**src/design/msmnn_pkg.sv**
```systemverilog
// ----------------------------------------------------------------------------
// msmnn_pkg
// Shared types, constants and arithmetic helpers for the MSM nearest
// neighbour classifier.
// ----------------------------------------------------------------------------
`default_nettype none

package msmnn_pkg;

  localparam int MAX_LEN_DEF = 256;

  localparam logic [31:0] COST_INF  = 32'hFFFF_FFFF;
  localparam logic [6:0]  SLOPE_RST = 7'd2;
  localparam logic [15:0] COST_RST  = 16'd128;

  localparam logic OP_QUERY = 1'b0;
  localparam logic OP_REF   = 1'b1;

  // register index as seen on paddr[2]
  localparam logic REG_SLOPE = 1'b0;
  localparam logic REG_COST  = 1'b1;

  typedef struct packed {
    logic               opcode;
    logic signed [15:0] sample;
    logic [7:0]         class_label;
    logic               last;
  } in_t;

  typedef struct packed {
    logic [31:0] distance;
    logic [7:0]  best_class;
    logic [31:0] best_distance;
    logic        best_valid;
  } out_t;

  typedef enum logic [4:0] {
    S_IDLE   = 5'b00001,
    S_RUN    = 5'b00010,
    S_DRAIN  = 5'b00100,
    S_RES_RD = 5'b01000,
    S_RES    = 5'b10000
  } state_t;

  typedef struct packed {
    logic q_load;
    logic r_load;
    logic issue;
    logic col_end;
    logic res_rd;
    logic res_emit;
  } cmd_t;

  typedef struct packed {
    logic issue_done;
    logic pipe_empty;
    logic last_flag;
    logic out_free;
  } stat_t;

  function automatic logic [16:0] absdiff(input logic signed [15:0] a,
                                          input logic signed [15:0] b);
    logic signed [16:0] d;
    d = {a[15], a} - {b[15], b};
    absdiff = d[16] ? 17'(-d) : 17'(d);
  endfunction

  function automatic logic [17:0] split_merge(input logic signed [15:0] p,
                                              input logic signed [15:0] a,
                                              input logic signed [15:0] b,
                                              input logic [15:0]        c);
    logic [16:0] da;
    logic [16:0] db;
    logic [16:0] dm;
    da = absdiff(p, a);
    db = absdiff(p, b);
    dm = (da < db) ? da : db;
    if ((a <= p && p <= b) || (b <= p && p <= a)) begin
      split_merge = {2'b00, c};
    end else begin
      split_merge = {2'b00, c} + {1'b0, dm};
    end
  endfunction

  function automatic logic [31:0] sat_add(input logic [31:0] a,
                                          input logic [17:0] b);
    logic [32:0] s;
    s = {1'b0, a} + {15'd0, b};
    if (a == COST_INF || s >= {1'b0, COST_INF}) begin
      sat_add = COST_INF;
    end else begin
      sat_add = s[31:0];
    end
  endfunction

endpackage

`default_nettype wire

```
**src/design/msmnn_ctrl.sv**
```systemverilog
// ----------------------------------------------------------------------------
// msmnn_ctrl
// Sequencer: accepts words, walks one cost column per reference sample,
// drains the cell pipeline and emits results.
// ----------------------------------------------------------------------------
`default_nettype none

module msmnn_ctrl (
  input  wire              clk,
  input  wire              rst,
  input  wire              in_valid,
  input  wire              in_opcode,
  input  msmnn_pkg::stat_t stat,
  output msmnn_pkg::cmd_t  cmd,
  output logic             idle
);

  msmnn_pkg::state_t state;
  msmnn_pkg::state_t state_next;

  always_ff @(posedge clk) begin
    if (rst) begin
      state <= msmnn_pkg::S_IDLE;
    end else begin
      state <= state_next;
    end
  end

  always_comb begin
    state_next = state;
    cmd        = '0;
    idle       = 1'b0;
    unique case (state)
      msmnn_pkg::S_IDLE: begin
        idle = 1'b1;
        if (in_valid) begin
          if (in_opcode == msmnn_pkg::OP_QUERY) begin
            cmd.q_load = 1'b1;
          end else begin
            cmd.r_load = 1'b1;
            state_next = msmnn_pkg::S_RUN;
          end
        end
      end
      msmnn_pkg::S_RUN: begin
        if (stat.issue_done) begin
          state_next = msmnn_pkg::S_DRAIN;
        end else begin
          cmd.issue = 1'b1;
        end
      end
      msmnn_pkg::S_DRAIN: begin
        if (stat.pipe_empty) begin
          cmd.col_end = 1'b1;
          state_next  = stat.last_flag ? msmnn_pkg::S_RES_RD : msmnn_pkg::S_IDLE;
        end
      end
      msmnn_pkg::S_RES_RD: begin
        cmd.res_rd = 1'b1;
        state_next = msmnn_pkg::S_RES;
      end
      msmnn_pkg::S_RES: begin
        cmd.res_rd = 1'b1;
        if (stat.out_free) begin
          cmd.res_emit = 1'b1;
          state_next   = msmnn_pkg::S_IDLE;
        end
      end
      default: state_next = msmnn_pkg::S_IDLE;
    endcase
  end

endmodule

`default_nettype wire

```
**config.mk**
```make
export PLATFORM = sky130hd
export DESIGN_NAME = msmnn_ctrl
export DESIGN_NICKNAME = d
export VERILOG_FILES = /design/src/design/msmnn_pkg.sv /design/src/design/msmnn_ctrl.sv
export SDC_FILE = /design/constraint.sdc
export NUM_CORES = 1
export LEC_CHECK = 0
export ABC_AREA = 1
export BUFFER_PORTS_ARGS = -buffer_cell sky130_fd_sc_hd__buf_2
export CORE_AREA = 2 2 39 41
export DETAILED_ROUTE_END_ITERATION = 10
export DIE_AREA = 0 0 41 43
export GPL_TIMING_DRIVEN = 0
export PLACE_DENSITY = 0.44
export SKIP_LAST_GASP = 1
export SYNTH_ARGS = -nofsm -noshare
export SYNTH_HDL_FRONTEND = slang
export SYNTH_SLANG_ARGS = --single-unit
```
**constraint.sdc**
```tcl
create_clock -name clk -period 1.6 [get_ports clk]
set_clock_uncertainty 0.15 [all_clocks]
set_input_delay 0.32 -clock clk [delete_from_list [all_inputs] [get_ports clk]]
set_output_delay 0.32 -clock clk [all_outputs]
set_load 0.005 [all_outputs]
```
Word level (Yosys, flattened, before mapping) --
Cells that the tools add are included.
Operators by class: order comparisons 0, shift-type cells 0, equal/unequal tests 10, add/sub/neg operators 0, mux-type cells 19, bitwise logic cells 0, multipliers 0, divide/modulo/power cells 0, reductions and logical operators 2
Operator list (count):
- $mux 5 | 5
- $pmux 5 s5 | 1
- $mux 1 | 10
- $ne 2x2->1 const B | 5
- $eq 5x1->1 const B | 1
- $eq 5x2->1 const B | 1
- $eq 5x3->1 const B | 1
- $eq 5x4->1 const B | 1
- $eq 5x5->1 const B | 1
- $reduce_and 5->1 | 1
- $mux 2 | 2
- $mux 4 | 1
- $reduce_or 2->1 | 1
Storage, ports and cells: bits of input ports 8, output and inout bits 7, bits in read-only memories 0, memories 0, latch bits 0, logic and storage cells 32, flip-flop bits (word level) 5, bits in writable memories 0

Longest topological paths before layout --
depth after elaboration 3, gate-level depth with buffers 8, gate-level depth less buffers 8

Least setup slack after synthesis --
No wires, ideal clock.
path kind register to output, start reg state[2], end out cmd[5] (netlist bit), path buffers 0, slack 0.289 ns, stages on the path, launching flop included 6, arrival 0.841 ns, cell sequence dfxtp_1 -> nor2_4 -> nand3_1 -> inv_1 -> nand2_1 -> nor2_1
RTL lines:
- start, declared | RTL line msmnn_ctrl.sv:18 | msmnn_pkg::state_t state;
- start signal, assigned | RTL line msmnn_ctrl.sv:23 | state <= msmnn_pkg::S_IDLE;
- start signal, assigned | RTL line msmnn_ctrl.sv:25 | state <= state_next;
- end, declared | RTL line msmnn_ctrl.sv:14 | output msmnn_pkg::cmd_t cmd,

==> results.toml <==
[flow_run]
drv_cap = 0

[detailed_routing]
detailedRoute.firstIterationViolations = 1
drtAntennaViolNets = 0
first_pass_iters = 4
drc = 0
routed_wl_um = 825
route.vias.total = 393
via_per_inst = 4.18
wl_per_cell_um = 8.78

[worst_setup_path]
reg2regPathDepth = 9
crit_top_cell = "inv_2"
reg2reg_to = "state[2]"
crit_type = "reg -> out"
crit_buf_inv = 3
worst-r2r-setup-slack_ns = 0.16
reg2reg_from = "state[3]"
path_delay_family = "flip-flops"
slowest_delay_ns = 0.37
end_kind = "output pin"
worstPathMaxFanout = 3
crit_chain = "inv_2 > nor2_4 > nand3_2 > inv_2 > nand2_1 > nor2_1 > buf_2"
startpoint_type = "flip-flop"
slowest_stage = "dfxtp_4"
cp.required_ns = 1.13
worstPathArrival_ns = 1.15

[final_layout]
area_growth_syn_to_layout_pct = 58.7
final_area_um2 = 538
stdcell_count = 94
largest_register_ffs = 5
diodes = 0
final_core_utilization_pct = 38.9
top_regs = "state x5"
nNetsFinal = 87
largest-register = "state"
drive_gt1_share_pct = 53.8

[floorplanning]
ioPinCount = 15
die_area_um2 = 1760
fp.dieW_um = 41
core_area_um2 = 1380
start_util_pct = 24.5
fp.dieH_um = 43
rows = 14

[placement]
dp_hpwl_um = 610
pre_cts_slack_ns = 0.153
gp_congestion = 0.672
portBuffers = 14
dpl_cell_area_um2 = 429
dp.cells = 83

[power]
power_uw = 642
ir_worst_vdd_mv = 0.447
power.density_nw_per_um2 = 1190
cellLeakagePower_uw = 0.000298

[sta]
fin_crit_sh_pct = 102
fmax_mhz = 616
min_period_ns = 1.62
final_max_slew_viol_count = 0
rsz0062_at_grt = "true"
hold_violations = 0
setup_slack_ns = -0.0244
worst_pin_slew_ns = 0.180
slew_headroom_pct = 88.0
setup_viol = 1

[cts]
clock_latency_ns = 0.23
cts_max_level = 1
cts-root-buf = "clkbuf_4"
clock_sinks = 5
clock_path_buffers = 2
clk_pin_slew_ns = 0.04
cts_made_buffers = 3
cts_tree = "built"

[logic_synthesis]
synth_fa_ha_area_share_pct = 0
synth.area.top_cells = "dfxtp_1, nand2_1, nand4_1"
synth_edf_count = 0
synth_mux_area_share_pct = 0
synth_simple_gate_area_share_pct = 54.6
yosysTopAreaCellShare_pct = 29.5
synth_top_family_by_area = "simple AND/OR/NAND/NOR gates"
ys_ff_latch = 5
yosys_warnings = 0
synth_fp_nets = 61
postSynth.asyncResetShare_pct = 0
yosysSeqAreaShare_pct = 29.5
synth_xor_xnor_area_share_pct = 0
synth_top_area_cell = "dfxtp_1"
syn-mean-instance-area_um2 = 6.40
syn_area_um2 = 339
synth_compound_gate_area_share_pct = 3.69
yosysMostFrequentCell = "nand2_1"
ys_types = 14
synth_common_cells = "nand2_1, inv_1, nor2_1"
synthCells = 53
ys.flop_type = "dfxtp_1"

[global_route]
grt_max_degree = 9
grt_pass1_wl_um = 1170
overflow = 0
antenna_found_initial = 0
grt_pass1_vias = 305
grt_usage_pct = 9.84

[min_path]
holdPathStages = 2
min_from = "rst"
holdPathEnd = "state[4]"
min_path_type = "in -> reg"

[run_status]
violations = "setup timing"
status = "finished, violations left"
==> placed cells by master, fill, tap and decap left out, drive strengths merged <==
cell / synthesis / routed
clkinv: 1 / 1
inv: 10 / 10
buf: 0 / 21
nand3: 5 / 5
dfxtp: 5 / 5
nor3b: 1 / 1
a21oi: 1 / 1
clkbuf: 0 / 4
nand4: 6 / 6
nand2: 10 / 10
o21a: 1 / 1
nor2: 13 / 13
==> worst reg2reg max path, cell delays in order, from the launching register on <==
cell and delay (ns):
dfxtp_1 0.40, nor2_4 0.06, buf_6 0.12, buf_4 0.12, nand4_1 0.10, nand2_1 0.07, nor2_2 0.14, nand2_1 0.07
nand2_1 0.07, nor2_2 0.03
==> power breakdown <==
| group | leakage (uW) | switching [uW] | internal, uW |
|---|---|---|---|
| combinational | 0.000241 | 153 | 168 |
| sequential | 0.0000417 | 28.7 | 151 |
| clock | 0.0000150 | 47.0 | 94.0 |
==> worst max-delay path by stage <==
stage / startpoint / endpoint / slack [ns] / cells past startpoint
finish: state[0] / cmd[5] / -0.02 / 7
global route: state[0] / cmd[5] / -0.14 / 7
CTS: state[0] / cmd[1] / -0.06 / 4
detailed placement: state[2] / cmd[5] / 0.15 / 6
global placement: state[0] / cmd[5] / 0.14 / 7
floorplan: state[2] / cmd[5] / 0.29 / 5
==> kinds of logic after synthesis <==
| kind of cell | Yosys count |
|---|---|
| AND/OR/NAND/NOR | 35 |
| AO/OA/AOI/OAI | 2 |
| flip-flops | 5 |
| buffers and inverters | 11 |
==> layout make-up <==
type / instances / area, um^2
fill: 152 / 846
multi-input combinational: 37 / 218
timing repair buffer: 21 / 126
sequential: 5 / 106
inverter: 11 / 41.3
clock buffer: 4 / 26.3
tap: 16 / 20.0
==> layer usage <==
layer	up-vias	global-route usage (%)	share of wire, %
li1	219	-	-
met1	170	13.2	43
met2	4	13.1	54
met3	0	3.14	3.3
met4	0	6.00	0
met5	-	0	0
==> metrics by stage <==
stage	hold slack, ns	TNS [ns]
3_3_place_gp	0.374	0
5_1_grt	0.115	-0.473
2_1_floorplan	0.239	0
3_5_place_dp	0.380	0
4_1_cts	0.131	-0.100
6_report	0.136	-0.0244
==> repair_timing <==
item	in CTS	in global routing
gates cloned	0	0
endpoints found under the setup margin	4	6
hold endpoints to repair	0	0
resized for setup	2	11
buffers inserted	5	2
pin swaps	2	3
hold buffers	0	0
Note: power is estimated with default switching activity, not from simulation.
